### config.mk
export PLATFORM = sky130hd
export DESIGN_NAME = rtia_front_flat
export DESIGN_NICKNAME = d
export VERILOG_FILES = /design/src/rtia_pkg.sv /design/src/rtia_if.sv /design/src/rtia_front.sv /design/src/flat_wrapper.sv
export SDC_FILE = /design/constraint.sdc
export NUM_CORES = 1
export LEC_CHECK = 0
export ABC_CLOCK_PERIOD_IN_PS = 6400
export BUFFER_PORTS_ARGS = -buffer_cell sky130_fd_sc_hd__buf_2
export CAP_MARGIN = 20
export CORE_MARGIN = 5
export CORE_UTILIZATION = 53
export CTS_CLUSTER_SIZE = 10
export DETAILED_ROUTE_END_ITERATION = 7
export PLACE_DENSITY = 0.79
export SLEW_MARGIN = 40
export SYNTH_ARGS = -nofsm -noshare
export SYNTH_HDL_FRONTEND = slang
export SYNTH_SLANG_ARGS = --single-unit
### constraint.sdc
create_clock -name clk -period 6.4 [get_ports clk]
set_input_delay 0.64 -clock clk [delete_from_list [all_inputs] [get_ports clk]]
set_output_delay 0.64 -clock clk [all_outputs]
set_load 0.1 [all_outputs]
### src/rtia_pkg.sv
// ray/triangle intersect: shared types, codes and fixed-point helpers
// no dependencies; compiled first
package rtia_pkg;

  typedef logic signed [31:0] q16_t;

  // request codes
  localparam logic REQ_LOAD = 1'b0;
  localparam logic REQ_RAY  = 1'b1;

  // triangle vector select codes
  localparam logic [1:0] VEC_VERTEX = 2'd0;
  localparam logic [1:0] VEC_NORMAL = 2'd1;
  localparam logic [1:0] VEC_DUAL1  = 2'd2;
  localparam logic [1:0] VEC_DUAL2  = 2'd3;

  // accumulator, saturation and divider widths, divider steps and t limit
  localparam int ACC_W = 52;
  localparam int SAT_W = 53;
  localparam int DIV_W = 53;
  localparam int DIV_STEPS = 31;
  localparam logic [30:0] T_MAX = 31'h7FFFFFFF;

  typedef struct packed {
    logic       req_type;
    logic [1:0] vec_sel;
    q16_t       ax;
    q16_t       ay;
    q16_t       az;
    q16_t       dir_x;
    q16_t       dir_y;
    q16_t       dir_z;
  } item_t;

  typedef struct packed {
    logic hit;
    q16_t hit_t;
    q16_t point_x;
    q16_t point_y;
    q16_t point_z;
    q16_t normal_x;
    q16_t normal_y;
    q16_t normal_z;
    q16_t coord_u;
    q16_t coord_w;
  } result_t;

  // clamp a wide signed value to the signed 32-bit range
  function automatic q16_t sat32(input logic signed [SAT_W-1:0] x);
    if (x[SAT_W-1:31] == {(SAT_W-31){x[SAT_W-1]}}) begin
      return x[31:0];
    end
    return {x[SAT_W-1], {31{~x[SAT_W-1]}}};
  endfunction

endpackage

### src/rtia_if.sv
// ray/triangle intersect: input and result channel interfaces
// valid/ready handshake with the word fields; no dependencies
interface rtia_in_if;
  logic               valid;
  logic               ready;
  logic               req_type;
  logic [1:0]         vec_sel;
  logic signed [31:0] ax;
  logic signed [31:0] ay;
  logic signed [31:0] az;
  logic signed [31:0] dir_x;
  logic signed [31:0] dir_y;
  logic signed [31:0] dir_z;

  modport source (output valid, req_type, vec_sel, ax, ay, az, dir_x, dir_y, dir_z,
                  input ready);
  modport sink (input valid, req_type, vec_sel, ax, ay, az, dir_x, dir_y, dir_z,
                output ready);
endinterface


### src/rtia_front.sv
// ray/triangle intersect front end: accepts words and queues them in order
// depends on rtia_pkg and rtia_in_if
module rtia_front import rtia_pkg::*; #(
  parameter int QUEUE_DEPTH = 2
) (
  input  logic      clk,
  input  logic      rst_n,
  rtia_in_if.sink   in_ch,
  output logic      q_valid,
  output item_t     q_item,
  input  logic      q_pop
);

  localparam int PW = (QUEUE_DEPTH > 1) ? $clog2(QUEUE_DEPTH) : 1;
  localparam int CW = $clog2(QUEUE_DEPTH + 1);

  item_t          mem_r [QUEUE_DEPTH];
  logic [PW-1:0]  wr_ptr_r;
  logic [PW-1:0]  rd_ptr_r;
  logic [CW-1:0]  count_r;
  logic           push;
  item_t          in_item;

  // pack the incoming word
  always_comb begin
    in_item.req_type = in_ch.req_type;
    in_item.vec_sel  = in_ch.vec_sel;
    in_item.ax       = in_ch.ax;
    in_item.ay       = in_ch.ay;
    in_item.az       = in_ch.az;
    in_item.dir_x    = in_ch.dir_x;
    in_item.dir_y    = in_ch.dir_y;
    in_item.dir_z    = in_ch.dir_z;
  end

  assign in_ch.ready = (count_r != CW'(QUEUE_DEPTH));
  assign push        = in_ch.valid && in_ch.ready;
  assign q_valid     = (count_r != '0);
  assign q_item      = mem_r[rd_ptr_r];

  // queue storage
  always_ff @(posedge clk) begin
    if (push) begin
      mem_r[wr_ptr_r] <= in_item;
    end
  end

  // queue pointers
  always_ff @(posedge clk) begin
    if (!rst_n) begin
      wr_ptr_r <= '0;
      rd_ptr_r <= '0;
      count_r  <= '0;
    end else begin
      if (push) begin
        wr_ptr_r <= (wr_ptr_r == PW'(QUEUE_DEPTH - 1)) ? '0 : wr_ptr_r + 1'b1;
      end
      if (q_pop) begin
        rd_ptr_r <= (rd_ptr_r == PW'(QUEUE_DEPTH - 1)) ? '0 : rd_ptr_r + 1'b1;
      end
      count_r <= count_r + CW'(push) - CW'(q_pop);
    end
  end

endmodule

### src/flat_wrapper.sv
// flat-port wrapper written by rule: the top's interface ports become plain ports
module rtia_front_flat import rtia_pkg::*;
#(
  parameter int QUEUE_DEPTH = 2
)
  (clk, rst_n, q_valid, q_item, q_pop, in_ch_valid, in_ch_req_type, in_ch_vec_sel, in_ch_ax, in_ch_ay, in_ch_az, in_ch_dir_x, in_ch_dir_y, in_ch_dir_z, in_ch_ready);
  rtia_in_if in_ch_i ();
  input  logic clk;
  input  logic rst_n;
  output logic q_valid;
  output item_t q_item;
  input  logic q_pop;
  input wire logic [$bits(in_ch_i.valid)-1:0] in_ch_valid;
  input wire logic [$bits(in_ch_i.req_type)-1:0] in_ch_req_type;
  input wire logic [$bits(in_ch_i.vec_sel)-1:0] in_ch_vec_sel;
  input wire logic [$bits(in_ch_i.ax)-1:0] in_ch_ax;
  input wire logic [$bits(in_ch_i.ay)-1:0] in_ch_ay;
  input wire logic [$bits(in_ch_i.az)-1:0] in_ch_az;
  input wire logic [$bits(in_ch_i.dir_x)-1:0] in_ch_dir_x;
  input wire logic [$bits(in_ch_i.dir_y)-1:0] in_ch_dir_y;
  input wire logic [$bits(in_ch_i.dir_z)-1:0] in_ch_dir_z;
  output wire logic [$bits(in_ch_i.ready)-1:0] in_ch_ready;
  assign in_ch_i.valid = in_ch_valid;
  assign in_ch_i.req_type = in_ch_req_type;
  assign in_ch_i.vec_sel = in_ch_vec_sel;
  assign in_ch_i.ax = in_ch_ax;
  assign in_ch_i.ay = in_ch_ay;
  assign in_ch_i.az = in_ch_az;
  assign in_ch_i.dir_x = in_ch_dir_x;
  assign in_ch_i.dir_y = in_ch_dir_y;
  assign in_ch_i.dir_z = in_ch_dir_z;
  assign in_ch_ready = in_ch_i.ready;
  rtia_front #(.QUEUE_DEPTH(QUEUE_DEPTH)) u_core (.clk(clk), .rst_n(rst_n), .in_ch(in_ch_i), .q_valid(q_valid), .q_item(q_item), .q_pop(q_pop));
endmodule
==> Yosys cells after proc, flatten, opt, wreduce, memory -nomap -nowiden <==
Memory sizes are Yosys's and may differ from the RTL's. A register that Yosys moved wholly into a read port is not among the register bits.
Cells that the tools add are included.
{ "totals": {"input_bits": 199, "mem_count": 1, "mem_bits_rw": 390, "register_bits": 4} }
{ "classes": {"eq_ne": 1, "add_sub_neg": 4, "n_reduce_logical": 2, "mux": 6} }
{ "mem_list": {"columns": ["name", "depth", "width", "rd", "rd_clocked_by_memory_dff", "write_ports", "line", "rtl"], "rows": [
  ["u_core.mem_r", 2, 195, 1, 1, 1, "rtia_front.sv:17", "item_t mem_r [QUEUE_DEPTH];"]
]} }
{ "ops": {"columns": ["cell", "n"], "rows": [
  ["$mux 1", 6],
  ["$add 1x1->1 const B", 2],
  ["$add 2x1->2", 1],
  ["$ne 2x2->1 const B", 1],
  ["$reduce_bool 2->1", 1],
  ["$sub 2x1->2", 1],
  ["$logic_and 1x1->1", 1]
]} }

==> Logic depth before layout (Yosys ltp) <==
{ "depth": {"word_depth": 4, "depth_mapped": 5, "depth_no_buf": 5} }

==> Worst setup path before layout <==
OpenSTA, ideal clock, no wires.
{ "synth_timing": {"kind": "register -> register", "startpoint": "reg u_core.count_r[0]", "endpoint": "mem u_core.mem_r[1][0] (netlist bit) (enable)", "path_stages_with_launch": 3, "required_time_ps": 5820, "slack_ps": -16, "n_path_buf": 0, "synth_period_minus_slack_ps": 6416, "arrival_time_ps": 5835, "cell_sequence": "dfxtp_1 > nand2b_1 > and3_1"} }
{ "synth_between": {"elab_chain_cells": 4} }
{ "synth_rtl": {"columns": ["element", "line", "rtl"], "rows": [
  ["start, declared", "rtia_front.sv:20", "logic [CW-1:0] count_r;"],
  ["start signal, assigned", "rtia_front.sv:61", "count_r <= count_r + CW'(push) - CW'(q_pop);"],
  ["$ne 2x2->1", "rtia_front.sv:36", "assign in_ch.ready = (count_r != CW'(QUEUE_DEPTH));"],
  ["net in_ch_ready", "flat_wrapper.sv:22", "output wire logic [$bits(in_ch_i.ready)-1:0] in_ch_ready;"],
  ["$logic_and 1x1->1", "rtia_front.sv:37", "assign push = in_ch.valid && in_ch.ready;"],
  ["$mux 1", "rtia_front.sv:43", "if (push) begin"],
  ["$mux 1 (not written as such)", "rtia_front.sv:44", "mem_r[wr_ptr_r] <= in_item;"],
  ["end, declared", "rtia_front.sv:17", null]
]} }
The timed path passes the listed nets, and every way through them passes these cells.

==> reports/results.tsv <==
stage	metric	value	unit
outcome	status	finished, final reports clean	
logic_synthesis	synth_cells	633	
global_routing	grt_overflow	0	
detailed_routing	drtAntennaViolNets	0	
finish	n_fill_cell	1894	
global_routing	antenna_found_initial	10	
worst_setup_path	worstPathArrival	2.78	ns
logic_synthesis	async_flop_share	0	%
cts	ctsLongestPathBuffers	3	
detailed_routing	wl_per_cell	20.90	um
detailed_routing	drtPass1Iterations	4	
die	fp.dieH	177.9	um
sta	setup_viol	0	
sta	worst_slack	2.983	ns
power	power	0.007234	W
logic_synthesis	yosysTopAreaCell	edfxtp_1	
power	peakVddDrop	0.0002787	V
cts	htree_levels	2	
run	maxCapViolations	0	
sta	slew_headroom	49.45	%
logic_synthesis	synthTopCellsByCount	edfxtp_1 (390), mux2_4 (150), mux2_2 (45)	
global_routing	grtUsageTotal	18.51	%
sta	finalMaxSlewViolations	0	
die	initial_core_util	53.77	%
die	core_area	27780	um^2
cts	cts_resized	0	
logic_synthesis	synth_area_leaders	edfxtp_1 (78%), mux2_4 (15%), mux2_2 (3.4%)	
finish	fin_nets	1261	
cts	post_cts_buffers	0	
detailed_routing	drc	0	
finish	drive_above_1_share	60.76	%
detailed_routing	routed_via_density	5.030	
global_routing	grt_max_degree	94	
detailed_routing	drtIter0Drc	476	
cts	cts_num_sinks	395	
cts	cts_hold_buffers	0	
placed_design	portBuffers	395	
logic_synthesis	syn-num-nets	833	
sta	period_share	53.39	%
placed_design	dp_hpwl	20.83	mm
logic_synthesis	synth_edf_count	390	
detailed_routing	routed_wl	30.48	mm
detailed_routing	vias	7334	
power	leakagePower	7.240	nW
worst_setup_path	crit_required	5.76	ns
finish	area_growth	24.04	%
worst_hold_path	min_path_type	primary input to flip-flop	
die	rows	61	
worst_hold_path	min_path_cells	1	
worst_setup_path	critPathKind	flip-flop to primary output	
logic_synthesis	synth-main-ff-cell	edfxtp_1	
cts	numCtsBuffers	45	
sta	max_freq	292.6	MHz
placed_design	pre_cts_ws	3.547	ns
power	power.density	390.4	nW/um^2
die	die-area	31640	um^2
die	die_w	177.9	um
sta	finalSetupTns	0	ns
die	boundaryPins	396	
logic_synthesis	postSynthAreaPerCell	23.60	um^2
cts	clk_latency	0.52	ns
logic_synthesis	synth_most_common_cell	edfxtp_1	
placed_design	gp_congestion	0.7886	
sta	worst_pin_slew	0.7582	ns
worst_setup_path	end_kind	primary output	
sta	rsz0062_at_grt	false	
logic_synthesis	synth_warnings	0	
sta	clock_skew	0.01353	ns
logic_synthesis	synth-seq-cells	395	
worst_setup_path	r2r_cells	4	
logic_synthesis	synth_area	14940	um^2
logic_synthesis	synth_cell_types	21	
sta	min_period	3.417	ns
global_routing	grt_pass1_wl	44.35	mm
logic_synthesis	netlist.area_leader.share	78.41	%
cts	root_buffer	clkbuf_16	
worst_setup_path	startpoint_type	flip-flop	
worst_setup_path	crit_fanout	93	
cts	clk_pin_slew_worst_paths	0.06	ns
global_routing	grt_pass1_vias	7847	
sta	hold_violations	0	
cts	tritoncts	built	
logic_synthesis	seq_area_frac_synth	79.08	%
worst max-delay path, cell delays in order (launching register included):
cell	delay, ns
dfxtp_4	0.60
buf_12	0.30
buf_12	0.43
mux2_2	0.30
buf_2	0.43
state kept, by name (all words and copies together), names as in the netlist, named ones only:
signal and flops:
u_core.mem_r 390, u_core.wr_ptr_r 1, u_core.count_r 2, u_core.rd_ptr_r 1
stage by stage:
step	util [%]	instance area, um^2	instances	hold WS, ns
2_1_floorplan	-	14940	633	0.5280
3_3_place_gp	62.11	17260	1391	0.5638
3_5_place_dp	62.21	17280	1392	0.5705
4_1_cts	66.63	18510	1451	0.2746
5_1_grt	66.69	18530	1458	0.2753
6_report	66.69	18530	1458	0.3037
cells by family (layout without fill, tap and decap cells):
logic type | after synthesis | count (layout) | synth area share [%]
adder cells (fa/ha/maj) | 1 | 1 | 0.08375
flip-flops | 395 | 395 | 79.08
AO/OA/AOI/OAI | 4 | 4 | 0.2010
multiplexers | 197 | 197 | 18.60
other | 0 | 7 | 0
XOR/XNOR | 1 | 1 | 0.05865
buffers and inverters | 24 | 464 | 1.541
AND/OR/NAND/NOR | 11 | 11 | 0.4356
final cells by class:
class                   count  area [um^2]  area share (%)
multi-input cells         214         2900           15.65
inverters                   2        12.51         0.06753
clock buffers              57         1214           6.550
diodes                      7        17.52         0.09454
clock inverters             2        13.76         0.07428
repair buffers            403         2082           11.24
flip-flops and latches    395        11820           63.77
well taps                 378        473.0           2.553
final timing paths:
check,from,to,slack [ns]
setup / recovery,flip-flop,q_item[188],2.98
hold / removal,in_ch_dir_z[9],u_core.mem_r[0][9]$_DFFE_PP_,0.30
setup reg to reg,u_core.count_r[0]$_SDFF_PN0_,u_core.mem_r[0][118]$_DFFE_PP_,3.96
hold reg to reg,u_core.rd_ptr_r$_SDFFE_PN0P_,flip-flop,0.58
layout by cell type (no fill, tap or decap), drive strengths merged, types with 2 or more instances in the layout:
master	n
buf	403
mux2	195
clkbuf	57
clkinv	2
and3	2
dfxtp	5
nand2b	2
diode	7
mux2i	2
inv	2
and2	2
edfxtp	390
nand2	2
where the power goes:
part | leakage, nW | internal, W | switching, W
sequential | 3.67 | 0.00308 | 0.0000586
combinational | 2.97 | 0.000391 | 0.00153
clock | 0.599 | 0.00131 | 0.000868
per-layer routing:
metal / track usage (%) / vias up / part of all wire [%]
met1: 22.52 / 3614 / 38
met3: 4.431 / 49 / 6.7
met2: 32.15 / 285 / 53
met4: 7.025 / 6 / 2.7
met5: 0 / - / 0.13
li1: - / 3380 / -
Note: power is estimated with default switching activity, not from simulation.
